[config.mk]
export PLATFORM = sky130hd
export DESIGN_NAME = sfp_mul
export DESIGN_NICKNAME = d
export VERILOG_FILES = /design/src/rtl/sfp_pkg.sv /design/src/rtl/sfp_mul.sv
export SDC_FILE = /design/constraint.sdc
export NUM_CORES = 2
export LEC_CHECK = 0
export BUFFER_PORTS_ARGS = -buffer_cell sky130_fd_sc_hd__buf_2
export CAP_MARGIN = 20
export CORE_AREA = 3 3 162 243
export DETAILED_ROUTE_END_ITERATION = 10
export DIE_AREA = 0 0 165 246
export PLACE_DENSITY_LB_ADDON = 0.1
export SYNTH_ARGS = -nofsm -noshare
export SYNTH_HDL_FRONTEND = slang
export SYNTH_SLANG_ARGS = --single-unit
[constraint.sdc]
create_clock -name clk -period 16.45 [get_ports clk]
set_input_delay 3.29 -clock clk [delete_from_list [all_inputs] [get_ports clk]]
set_output_delay 3.29 -clock clk [all_outputs]
set_load 0.03 [all_outputs]
[src/rtl/sfp_pkg.sv]
// sfp_pkg: shared types and constants of the sample frame player
// configuration record, multiplier request, register indexes and item kinds
// no dependencies
package sfp_pkg;

	localparam int CFG_IDX_W = 3;
	localparam int CFG_DATA_W = 16;
	localparam int LEN_W = 7;
	localparam int NUM_W = 13;
	localparam int GAIN_W = 16;
	localparam int POS_W = 16;
	localparam int SMP_W = 16;
	localparam int MUL_A_W = 33;
	localparam int MUL_B_W = 17;
	localparam int PROD_W = MUL_A_W + MUL_B_W;

	// configuration register indexes
	localparam logic [CFG_IDX_W-1:0] REG_FRAME_LENGTH  = 3'd0;
	localparam logic [CFG_IDX_W-1:0] REG_NUM_SAMPLES   = 3'd1;
	localparam logic [CFG_IDX_W-1:0] REG_PITCH_RATIO   = 3'd2;
	localparam logic [CFG_IDX_W-1:0] REG_SOURCE_VOLUME = 3'd3;
	localparam logic [CFG_IDX_W-1:0] REG_MASTER_GAIN   = 3'd4;
	localparam logic [CFG_IDX_W-1:0] REG_LOOP_ENABLE   = 3'd5;

	// item kinds
	localparam logic [1:0] KIND_LOAD  = 2'd0;
	localparam logic [1:0] KIND_START = 2'd1;
	localparam logic [1:0] KIND_READ  = 2'd2;

	// register values after reset
	localparam logic [LEN_W-1:0]  RST_FRAME_LENGTH  = 7'd64;
	localparam logic [NUM_W-1:0]  RST_NUM_SAMPLES   = 13'd0;
	localparam logic [GAIN_W-1:0] RST_PITCH_RATIO   = 16'd256;
	localparam logic [GAIN_W-1:0] RST_SOURCE_VOLUME = 16'd32768;
	localparam logic [GAIN_W-1:0] RST_MASTER_GAIN   = 16'd32768;

	typedef struct packed {
		logic [LEN_W-1:0]  frame_length;
		logic [NUM_W-1:0]  num_samples;
		logic [GAIN_W-1:0] pitch_ratio;
		logic [GAIN_W-1:0] source_volume;
		logic [GAIN_W-1:0] master_gain;
		logic              loop_enable;
	} cfg_t;

	// one request to the shared multiplier, operands as two's complement
	typedef struct packed {
		logic               en;
		logic [MUL_A_W-1:0] a;
		logic [MUL_B_W-1:0] b;
	} mul_req_t;

endpackage

[src/rtl/sfp_mul.sv]
// sfp_mul: shared signed multiplier with a registered product
// used for frame base, source index and both gain steps; depends on sfp_pkg
module sfp_mul (
	input  logic                       clk,
	input  sfp_pkg::mul_req_t          req,
	output logic [sfp_pkg::PROD_W-1:0] prod
);
	import sfp_pkg::*;

	logic [PROD_W-1:0] prod_q;

	// product held until the next request
	always_ff @(posedge clk) begin
		if (req.en) begin
			prod_q <= PROD_W'($signed(req.a) * $signed(req.b));
		end
	end

	assign prod = prod_q;

endmodule

==> reports/results.tsv <==
metric	value	unit
Tcrit/Tclk final	0.591	
Tmin final	9.72	ns
CP endpoint kind	flip-flop	
floorplan core area	37600	µm²
min-delay worst type	in2reg	
routed length per placed instance	20.2	µm
min-delay src	req[50]	
Synth Instances	2154	
max capacitance violation total	0	
top_reg_cell synth	edfxtp_1	
# rows	87	
TritonCTS Buffers	5	
Area contributors post-synth	fa_1, inv_1, edfxtp_1	
critical path peak fanout	20	
most common cell after layout, fill and taps aside	fa_1	
cts repair resizes	0	
nets@finish	2885	
final setup TNS	0	ns
#FFs+latches synth	50	
max-slew violation count	0	
Starting Density	0.548	
Final HPWL DP	43.2	mm
Yosys cell types	59	
ratio of cells with drive above 1 in the final layout	0.0633	
largest area contributor in the netlist	fa_1	
Seq/Total Area, Yosys	0.0729	
Final GP Congestion	0.889	
Max Used Layer	met5	
synthesized net count	2859	
final WL	54.1	mm
area share of the leading cell type in the synthesized netlist	0.521	
Met1 Wirelength	18.3	mm
number of synthesized flops with an enable pin	50	
setup bufs post-CTS	0	
die height	246	µm
Die Wd	165	µm
setup repair after global routing missed its margin	false	
Largest register FFs	50	
crit path from	req[16]	
worst path arrival time	9.86	ns
setup violators final	0	
commonest cells after routing, fill and taps aside	fa_1, inv_1, nand2_1, and2_1, ha_1	
P&R area growth vs syn	4.77	%
met2 WL	30.5	mm
Hold EP	prod[49]	
CTS tree	done	
TritonRoute pass-1 iters	6	
hold violation total from the final report	0	
DRC	0	
WP data required	16.59	ns
post-synthesis async set-or-reset flop share	0	
H-tree lvl count	2	
global route total overflow	0	
Reg clk slew, reported paths	0.10	ns
Cell Area, Synth	20600	µm²
synth warn	0	
Vias	14600	
DR iter-0 viols	648	
io pins	102	
wire length on met3	2.58	mm
Startpoint Class	input pin	
outcome	completed	
vias per std cell	5.47	
clock tree buffer depth	2	
number of global-route vias before repair	16600	
Post-Syn Area per Cell	9.56	µm²
# hold bufs at CTS	0	
initial antenna violation count	4	
FMAX	0.103	GHz
worst-margin pin slew	0.896	ns
Antenna Violating Nets Remaining	0	
first-pass GRT wire length	87.5	mm
Root Buffer	clkbuf_16	
CP Class	in2reg	
Die ar.	40600	µm²
total global-route track usage	0.285	
Max-slew headroom	0.402	
WHS Path Cells	1	
Filler cells	3412	
clock sinks	50	
largest net degree at the start of global routing	41	
input/output buffers	101	
==> how the worst max path moves through the flow <==
stage,end,depth (start not counted)
2_1_floorplan,prod[45],23
3_3_place_gp,prod[49],22
3_5_place_dp,prod[48],21
4_1_cts,prod[48],21
5_1_grt,prod[48],21
6_report,prod[48],21
==> cell usage after synthesis, drive strengths merged, types with 3 or more instances <==
library cell,n
a211oi,6
a21o,18
a21oi,51
a221oi,3
a31o,5
a31oi,3
and2,232
and3,6
clkbuf,86
edfxtp,50
fa,536
ha,117
inv,511
nand2,323
nand2b,14
nand3,9
nand4,4
nor2,48
nor2b,7
nor3,12
o21a,5
o21ai,20
o21bai,9
xnor2,40
xor2,10
==> critical path, cell delays in order <==
cell and delay [ns]:
buf_2 0.27, clkinv_1 0.35, buf_4 0.33, nor2_1 0.16, fa_1 0.46, fa_1 0.47
fa_1 0.53, fa_1 0.43, fa_1 0.49, inv_1 0.05, fa_1 0.48, inv_1 0.04
ha_1 0.34, a21oi_1 0.29, o21ai_0 0.17, a31oi_1 0.18, o21ai_0 0.30, a32o_1 0.34
a21oi_2 0.31, a21oi_1 0.18, o311ai_0 0.37
==> cell families after synthesis <==
family | share of synthesized area
adder cells (fa/ha/maj) | 0.592
buffers and inverters | 0.109
flip-flops | 0.0729
multiplexers | 0.000973
AND/OR/NAND/NOR | 0.157
AO/OA/AOI/OAI | 0.0460
XOR/XNOR | 0.0213
==> per-layer routing <==
layer	track usage	up-vias
met5	0	-
met4	0.121	4
met3	0.0404	153
met2	0.542	441
met1	0.308	7689
li1	-	6337
==> cell type report <==
type                            instances  area (µm²)  area share
Tap cell                              489         612      0.0284
Sequential cell                        50        1500      0.0696
Antenna cell                            2        5.00    0.000232
Multi-Input combinational cell       1506       16800       0.781
Inverter                              512        1920      0.0891
Timing Repair Buffer                  105         536      0.0248
Clock inverter                          3        28.8     0.00133
Clock buffer                            5         125     0.00580
==> metrics by stage <==
step	hold WS [ns]	setup slack [ns]	util	area, µm²	cells
floorplan	3.40	7.56	-	20600	2154
global placement	3.70	6.42	0.570	21400	2662
detailed placement	3.70	6.39	0.570	21400	2662
CTS	3.33	6.74	0.574	21600	2670
global route	3.34	6.41	0.574	21600	2671
finish	3.33	6.73	0.574	21600	2672
Power is not shown: default switching activity piles up to over one toggle a cycle in this logic, so the estimate is an artifact.
