### config.mk
export PLATFORM = sky130hd
export DESIGN_NAME = sfp_cfg
export DESIGN_NICKNAME = d
export VERILOG_FILES = /design/src/rtl/sfp_pkg.sv /design/src/rtl/sfp_cfg.sv
export SDC_FILE = /design/constraint.sdc
export NUM_CORES = 1
export LEC_CHECK = 0
export BUFFER_PORTS_ARGS = -buffer_cell sky130_fd_sc_hd__buf_2
export CAP_MARGIN = 0
export CORE_MARGIN = 10
export CORE_UTILIZATION = 51
export CTS_BUF_LIST = sky130_fd_sc_hd__clkbuf_8
export DETAILED_ROUTE_END_ITERATION = 16
export PLACE_DENSITY_LB_ADDON = 0.12
export SETUP_SLACK_MARGIN = 0.2
export SLEW_MARGIN = 20
export SYNTH_ARGS = -nofsm -noshare
export SYNTH_HDL_FRONTEND = slang
export SYNTH_SLANG_ARGS = --single-unit
export TNS_END_PERCENT = 50
### constraint.sdc
create_clock -name clk -period 0.95 [get_ports clk]
set_input_delay 0.0475 -clock clk [delete_from_list [all_inputs] [get_ports clk]]
set_output_delay 0.0475 -clock clk [all_outputs]
set_load 0.1 [all_outputs]
### src/rtl/sfp_pkg.sv
// sfp_pkg: shared types and constants of the sample frame player
// configuration record, multiplier request, register indexes and item kinds
// no dependencies
package sfp_pkg;

	localparam int CFG_IDX_W = 3;
	localparam int CFG_DATA_W = 16;
	localparam int LEN_W = 7;
	localparam int NUM_W = 13;
	localparam int GAIN_W = 16;
	localparam int POS_W = 16;
	localparam int SMP_W = 16;
	localparam int MUL_A_W = 33;
	localparam int MUL_B_W = 17;
	localparam int PROD_W = MUL_A_W + MUL_B_W;

	// configuration register indexes
	localparam logic [CFG_IDX_W-1:0] REG_FRAME_LENGTH  = 3'd0;
	localparam logic [CFG_IDX_W-1:0] REG_NUM_SAMPLES   = 3'd1;
	localparam logic [CFG_IDX_W-1:0] REG_PITCH_RATIO   = 3'd2;
	localparam logic [CFG_IDX_W-1:0] REG_SOURCE_VOLUME = 3'd3;
	localparam logic [CFG_IDX_W-1:0] REG_MASTER_GAIN   = 3'd4;
	localparam logic [CFG_IDX_W-1:0] REG_LOOP_ENABLE   = 3'd5;

	// item kinds
	localparam logic [1:0] KIND_LOAD  = 2'd0;
	localparam logic [1:0] KIND_START = 2'd1;
	localparam logic [1:0] KIND_READ  = 2'd2;

	// register values after reset
	localparam logic [LEN_W-1:0]  RST_FRAME_LENGTH  = 7'd64;
	localparam logic [NUM_W-1:0]  RST_NUM_SAMPLES   = 13'd0;
	localparam logic [GAIN_W-1:0] RST_PITCH_RATIO   = 16'd256;
	localparam logic [GAIN_W-1:0] RST_SOURCE_VOLUME = 16'd32768;
	localparam logic [GAIN_W-1:0] RST_MASTER_GAIN   = 16'd32768;

	typedef struct packed {
		logic [LEN_W-1:0]  frame_length;
		logic [NUM_W-1:0]  num_samples;
		logic [GAIN_W-1:0] pitch_ratio;
		logic [GAIN_W-1:0] source_volume;
		logic [GAIN_W-1:0] master_gain;
		logic              loop_enable;
	} cfg_t;

	// one request to the shared multiplier, operands as two's complement
	typedef struct packed {
		logic               en;
		logic [MUL_A_W-1:0] a;
		logic [MUL_B_W-1:0] b;
	} mul_req_t;

endpackage

### src/rtl/sfp_cfg.sv
// sfp_cfg: configuration register file of the sample frame player
// depends on sfp_pkg
module sfp_cfg (
	input  logic                          clk,
	input  logic                          arst_n,
	input  logic                          wr_en,
	input  logic [sfp_pkg::CFG_IDX_W-1:0]  wr_index,
	input  logic [sfp_pkg::CFG_DATA_W-1:0] wr_data,
	output sfp_pkg::cfg_t                 cfg
);
	import sfp_pkg::*;

	cfg_t cfg_q;

	// register writes, unknown indexes dropped
	always_ff @(posedge clk or negedge arst_n) begin
		if (!arst_n) begin
			cfg_q.frame_length  <= RST_FRAME_LENGTH;
			cfg_q.num_samples   <= RST_NUM_SAMPLES;
			cfg_q.pitch_ratio   <= RST_PITCH_RATIO;
			cfg_q.source_volume <= RST_SOURCE_VOLUME;
			cfg_q.master_gain   <= RST_MASTER_GAIN;
			cfg_q.loop_enable   <= 1'b0;
		end else if (wr_en) begin
			unique case (wr_index)
				REG_FRAME_LENGTH:  cfg_q.frame_length  <= wr_data[LEN_W-1:0];
				REG_NUM_SAMPLES:   cfg_q.num_samples   <= wr_data[NUM_W-1:0];
				REG_PITCH_RATIO:   cfg_q.pitch_ratio   <= wr_data;
				REG_SOURCE_VOLUME: cfg_q.source_volume <= wr_data;
				REG_MASTER_GAIN:   cfg_q.master_gain   <= wr_data;
				REG_LOOP_ENABLE:   cfg_q.loop_enable   <= wr_data[0];
				default: ;
			endcase
		end
	end

	assign cfg = cfg_q;

endmodule

==> results of run 1 <==
[metrics by stage]
stage	setup TNS (ps)	instance area (um2)	worst slack [ps]
2_1_floorplan	-5490	3010	-106
3_3_place_gp	-15360	4680	-290
3_5_place_dp	-20840	4680	-395
[cell families after synthesis]
family,count (synthesis)
multiplexers,69
flip-flops,69
AND/OR/NAND/NOR,6
buffers and inverters,6
[synth_stat cells]
master	count
dfrtp_1	65
nand4b_2	1
nor4bb_1	2
mux2_2	58
nand4b_1	1
dfstp_2	4
and4bb_1	1
mux2_1	11
buf_2	3
buf_4	1
buf_6	2
nor4b_4	1
==> results.yml, run 1 <==
outcome:
  outcome: "stopped before the end"
  stop_stage: "4_1_cts"
  stop_error: "[ERROR DPL-0038] Utilization greater than 100%, impossible to legalize"
yosys:
  synthAdderAreaFrac_pct: 0
  ys_seq_elements: 69
  synth_fp_nets: 172
  synth-compound-area-share_pct: 0
  yosysSeqAreaShare_pct: 65.7
  synth_top_area_share_pct: 61.8
  synth_mux_area_share_pct: 29.5
  synthXorXnorAreaFrac_pct: 0
  syn_area_mm2: 0.00263
  syn_inst: 150
  ys_types: 12
  yosys.area_share.simple_pct: 3.04
  synth_top_area_cell: "dfrtp_1"
  synth_top_family_by_area: "multiplexers"
  netlist_top_cells_area: "dfrtp_1 62%, mux2_2 25%, mux2_1 4.7%"
  avgSynthCellArea_um2: 17.6
  yosysWarnings: 0
floorplan:
  die_w_um: 91.9
  die-height_um: 91.9
  io_pins: 91
  rows: 26
  initial_core_util_pct: 52.2
clock_network:
  cts_resized: 46
  holdBufCountCts: 3
  root_buffer: "clkbuf_8"
  cts_setup_buffers: 26
  cts_sinks: 69
  numCtsBuffers: 9
  h-tree-depth: 3
  clk_path_buf_depth: 2
placement:
  dpl.hpwl_um: 7690
  port_buffers: 90
  dp.cells: 317
  gp_routability_congestion: 0.749
==> run 2: changes to the inputs <==
--- a/config.mk
+++ b/config.mk
@@ -8,11 +8,9 @@
 export BUFFER_PORTS_ARGS = -buffer_cell sky130_fd_sc_hd__buf_2
 export CAP_MARGIN = 0
 export CORE_MARGIN = 10
-export CORE_UTILIZATION = 51
-export CTS_BUF_LIST = sky130_fd_sc_hd__clkbuf_8
+export CORE_UTILIZATION = 40
 export DETAILED_ROUTE_END_ITERATION = 16
-export PLACE_DENSITY_LB_ADDON = 0.12
-export SETUP_SLACK_MARGIN = 0.2
+export PLACE_DENSITY_LB_ADDON = 0.15
 export SLEW_MARGIN = 20
 export SYNTH_ARGS = -nofsm -noshare
 export SYNTH_HDL_FRONTEND = slang
==> results.yml, run 2 <==
yosys:
  synth_mux_area_share_pct: 29.5
  synth_fp_nets: 172
  yosysSeqAreaShare_pct: 65.7
  ys_seq_elements: 69
  synth-async-reset-ratio_pct: 100
  syn_inst: 150
  synth_top_area_cell: "dfrtp_1"
  synthXorXnorAreaFrac_pct: 0
  yosys.area_share.simple_pct: 3.04
  netlist_top_cells_area: "dfrtp_1 62%, mux2_2 25%, mux2_1 4.7%"
  syn_area_mm2: 0.00263
  synth.top_cells.by_count: "65 x dfrtp_1, 58 x mux2_2, 11 x mux2_1"
  ys_types: 12
  synth-compound-area-share_pct: 0
  synth_ff_type: "dfrtp_1"
  synth_top_family_by_area: "multiplexers"
  avgSynthCellArea_um2: 17.6
  yosysWarnings: 0
  synth_top_area_share_pct: 61.8
  synthAdderAreaFrac_pct: 0
  synth-edff-count: 0
  synth.most_common_cell: "dfrtp_1"
sta:
  fin_ws_ps: -257
  setup_viol: 77
  report.final.hold_viol_count: 0
  setup_tns_ps: -5620
  period_needed_ps: 1210
  fin_crit_sh_pct: 127
  clock.fmax_ghz: 0.829
  fin_skew_ps: 0
  timing.hold.ws_ps: 171
  rsz0062_at_grt: "yes"
  worst_slew_pin_slew_ps: 291
  relSlewSlack_pct: 80.6
  finalMaxSlewViolations: 0
floorplan:
  die-height_um: 101
  die_area_mm2: 0.0102
  io_pins: 91
  initial_core_util_pct: 41.2
  die_w_um: 101
  fp.coreArea_mm2: 0.00639
  rows: 29
setup_path:
  slowest_delay_ps: 630
  reg2reg_slack_ps: -40
  cp-start-kind: "flip-flop"
  path_max_fanout: 2
  crit_family: "flip-flops"
  worst_r2r_path_depth: 2
  required_ps: 900
  critPathArrivalTime_ps: 1160
  r2r-end: "cfg[31]"
  reg2reg_from: "cfg[31]"
  worstPathCellList: "buf_12"
  crit_type: "reg2out"
  endpoint_kind: "primary output"
  cp_slowest_cell: "dfstp_4"
  worst-path-buf-inv: 1
global_route:
  grt_usage_pct: 15.2
  grt_remaining_overflow: 0
  grt_first_pass_wirelength_um: 12000
  grt_max_degree: 54
  antenna_found_initial: 0
  grt_pass1_vias: 2039
min_path:
  hold_path_class: "in2reg"
  hp-start: "wr_index[2]"
  min_to: "cfg[0]"
  holdPathStages: 3
drt:
  drcViolationCount: 0
  via_count: 1782
  drtPass1Iterations: 3
  wl_met1_um: 2950
  viasPerCell: 4.84
  top_layer_used: "met4"
  wl_per_cell_um: 20.2
  postRouteAntennaNets: 0
  drt_wl_total_um: 7440
  route.met2.wl_um: 3670
  drt-initial-drc-count: 29
  wl_met3_um: 701
final_layout:
  insertedDiodeCount: 0
  synthToLayoutAreaGrowth_pct: 93.8
  fin_util_pct: 79.9
  stdcell_area_mm2: 0.00510
  final_nets: 308
  largest_reg_flops: 69
  mostFrequentLayoutCells: "73 x buf_12, 47 x dfrtp_2, 35 x mux2_4"
  layout-drive-gt1-share_pct: 93.1
  final_common_cell: "buf_12"
pwr:
  p_leak_nw: 2.26
  p_per_area_mw_per_mm2: 3140
  peakVddDrop_v: 0.00211
  power_mw: 16.0
clock_network:
  cts_tree: "built"
  clk_path_buf_depth: 2
  clkSlewWorstSetupHoldPaths_ps: 80
  insertion_delay_ps: 350
  h-tree-depth: 3
  root_buffer: "clkbuf_8"
  numCtsBuffers: 9
  cts_sinks: 69
placement:
  port_buffers: 90
  gp_routability_congestion: 0.750
  placed_cell_area_mm2: 0.00462
  dpl.hpwl_um: 5350
outcome:
  outcome: "finished, violations left"
  violations: "negative setup slack"
run:
  cap_viol_max_count: 0
-- run 2: cell counts after synthesis --
No cell type changed its count.
-- run 2: power breakdown --
part	switching (mW)	leakage, nW	internal [mW]
logic	5.63	1.40	3.47
clock network	1.14	0.0987	1.20
registers	0.742	0.754	3.84
-- run 2: cell families (layout without fill, tap and decap cells) --
kind of cell / Yosys count / after routing
multiplexers: 69 / 69
flip-flops: 69 / 69
AND/OR/NAND/NOR: 6 / 6
buffers and inverters: 6 / 147
-- run 2: cell type report --
cell class	instances	area, um2
clock buffer	9	124
sequential	69	1870
multi-input combinational	75	1030
clock inverter	7	66.3
timing repair buffer	131	1920
tap	77	96.3
fill	317	1280
-- run 2: timing repair --
action | CTS | global route
endpoints found under the setup margin | 69 | 79
hold endpoints to repair | 128 | 0
hold buffers | 17 | 0
buffers inserted | 9 | 3
pin swaps | 0 | 1
gates cloned | 0 | 0
resized for setup | 7 | 1
-- run 2: worst max path at each step --
stage          cells past startpoint         from       to
2_1_floorplan                      4  wr_index[0]  cfg[10]
3_3_place_gp                       4  wr_index[0]   cfg[4]
3_5_place_dp                       4  wr_index[0]   cfg[4]
4_1_cts                            1      cfg[68]  cfg[68]
5_1_grt                            1      cfg[16]  cfg[16]
6_report                           1      cfg[16]  cfg[16]
-- run 2: stage by stage --
step	std cells	setup WS (ps)
after global placement	323	-296
after global routing	368	-279
final	368	-257
after floorplan	150	-106
after detailed placement	323	-346
after CTS	365	-271
-- run 2: routing by layer --
metal  global-route usage, %  vias up
li1                        -      805
met1                    17.9      907
met2                    23.2       60
met3                    7.01       10
met4                    7.07        0
met5                       0        -
(Power assumes the default switching activity.)
==> run 3: changes to the inputs <==
==> constraint.sdc (replaced) <==
create_clock -name clk -period 0.95 [get_ports clk]
set_input_delay 0.095 -clock clk [delete_from_list [all_inputs] [get_ports clk]]
set_output_delay 0.095 -clock clk [all_outputs]
set_load 0.1 [all_outputs]
==> results.yml, run 3 (synthesis gave the netlist of run 2 again) <==
final_layout:
  stdcell_count: 352
  synthToLayoutAreaGrowth_pct: 92.1
  multi_input_area_mm2: 0.00105
  largest_reg_flops: 69
  seq_area_mm2: 0.00194
  nFillCells: 345
  fin_util_pct: 79.2
  insertedDiodeCount: 0
  final_nets: 292
  layout-drive-gt1-share_pct: 97.5
  final_common_cell: "buf_12"
  mostFrequentLayoutCells: "74 x buf_12, 46 x dfrtp_4, 40 x mux2_4"
outcome:
  outcome: "finished, violations left"
  violations: "negative setup slack"
setup_path:
  startpoint: "cfg[32]"
  cp-start-kind: "flip-flop"
  slowest_delay_ps: 630
  required_ps: 850
  worstPathCellList: "buf_12"
  reg2reg_from: "cfg[29]"
  path_max_fanout: 2
  critPathArrivalTime_ps: 1140
  crit_path_end: "cfg[32]"
  reg2reg_slack_ps: -130
  endpoint_kind: "primary output"
  cp_slowest_cell: "dfstp_4"
  worst-path-buf-inv: 1
  crit_type: "reg2out"
  r2r-end: "cfg[29]"
  cp_num_cells: 1
  worst_r2r_path_depth: 3
  crit_family: "flip-flops"
placement:
  dp.cells: 324
  dpl.hpwl_um: 5340
  place_ws_ps: -369
  port_buffers: 90
  gp_routability_congestion: 0.683
sta:
  setup_tns_ps: -10230
  setup_viol: 78
  fin_crit_sh_pct: 130
  rsz0062_at_grt: "yes"
  fin_skew_ps: 0
  period_needed_ps: 1240
  worst_slew_pin_slew_ps: 285
  finalMaxSlewViolations: 0
  relSlewSlack_pct: 81.0
  fin_ws_ps: -289
  clock.fmax_ghz: 0.807
  report.final.hold_viol_count: 0
pwr:
  comb_power_share_pct: 56.4
  peakVddDrop_v: 0.00244
  p_int_mw: 8.71
  switching_share_pct: 46.1
  power_mw: 16.1
  p_seq_share_pct: 29.2
  p_sw_mw: 7.44
  p_per_area_mw_per_mm2: 3190
  power_frac_clock_pct: 14.5
  p_leak_nw: 2.21
drt:
  drtPass1Iterations: 4
  viasPerCell: 4.96
  drt_wl_total_um: 7370
  via_count: 1746
  drt-initial-drc-count: 57
  postRouteAntennaNets: 0
  drcViolationCount: 0
  wl_per_cell_um: 20.9
floorplan:
  die_area_mm2: 0.0102
  rows: 29
  die_w_um: 101
  io_pins: 91
  initial_core_util_pct: 41.2
  fp.coreArea_mm2: 0.00639
  die-height_um: 101
clock_network:
  root_buffer: "clkbuf_8"
  clk_path_buf_depth: 2
  cts_sinks: 69
  cts_tree: "built"
  insertion_delay_ps: 340
  clkSlewWorstSetupHoldPaths_ps: 70
  numCtsBuffers: 9
  h-tree-depth: 3
global_route:
  antenna_found_initial: 0
  grt_usage_pct: 14.5
  grt_max_degree: 53
  grt_remaining_overflow: 0
  grt_pass1_vias: 1974
  grt_first_pass_wirelength_um: 11300
min_path:
  hold_path_class: "in2reg"
run:
  cap_viol_max_count: 0
[run 3: cell types whose count changed in the layout (fill, tap and decap cells not counted), moves of 2 or more]
| cell | change |
|---|---|
| clkinv_2 | -3 |
| buf_2 | -2 |
| dlygate4sd3_1 | -16 |
| clkbuf_1 | +4 |
| mux2_4 | +5 |
| dfrtp_4 | +28 |
| dfrtp_2 | -28 |
| buf_6 | +4 |
| buf_4 | -4 |
| mux2_2 | -5 |
[run 3: how the worst min path moves through the flow]
| stage | start | endpoint | slack, ps | depth (start not counted) |
|---|---|---|---|---|
| 3_3_place_gp | arst_n | cfg[24] | 110 | 2 |
| 4_1_cts | wr_data[15] | cfg[48] | 2 | 2 |
| 3_5_place_dp | arst_n | cfg[24] | 110 | 2 |
| 5_1_grt | wr_data[14] | cfg[15] | 30 | 2 |
| 6_report | wr_data[15] | cfg[48] | 20 | 2 |
| 2_1_floorplan | arst_n | cfg[10] | -200 | 0 |
[run 3: routing by layer]
layer / GRT usage (%) / vias up / part of all wire (%)
met5: 0 / - / 0
met4: 6.43 / 0 / 1.2
met3: 7.76 / 10 / 10
met2: 22.4 / 56 / 49
met1: 16.3 / 908 / 39
li1: - / 772 / -
[run 3: per-stage QoR]
stage / area (um2) / hold WS (ps)
global placement: 4710 / 108
CTS: 4940 / 1.92
global route: 5060 / 28.2
finish: 5060 / 17.5
floorplan: 3000 / -201
detailed placement: 4710 / 108
[run 3: layout make-up]
cell class | instances | area share (%)
clock buffers | 14 | 3.02
flip-flops and latches | 69 | 38.3
repair buffers | 115 | 35.4
well taps | 77 | 1.90
clock inverters | 2 | 0.693
multi-input cells | 75 | 20.7
[run 3: repair_timing]
action                     in CTS  in global routing
pin swaps                       1                  0
hold buffers                    1                  0
setup buffers                   3                  8
setup endpoints to repair      72                 87
gates resized for setup         3                 16
hold endpoints to repair       68                  0
[run 3: power by group through the flow]
stage | registers (mW) | logic (mW) | clock network (mW)
2_1_floorplan | 9.20 | 0.821 | 0
3_3_place_gp | 4.71 | 8.83 | 0
3_5_place_dp | 4.75 | 8.91 | 0
4_1_cts | 4.70 | 8.98 | 2.39
5_1_grt | 4.80 | 9.32 | 2.50
6_report | 4.71 | 9.10 | 2.33
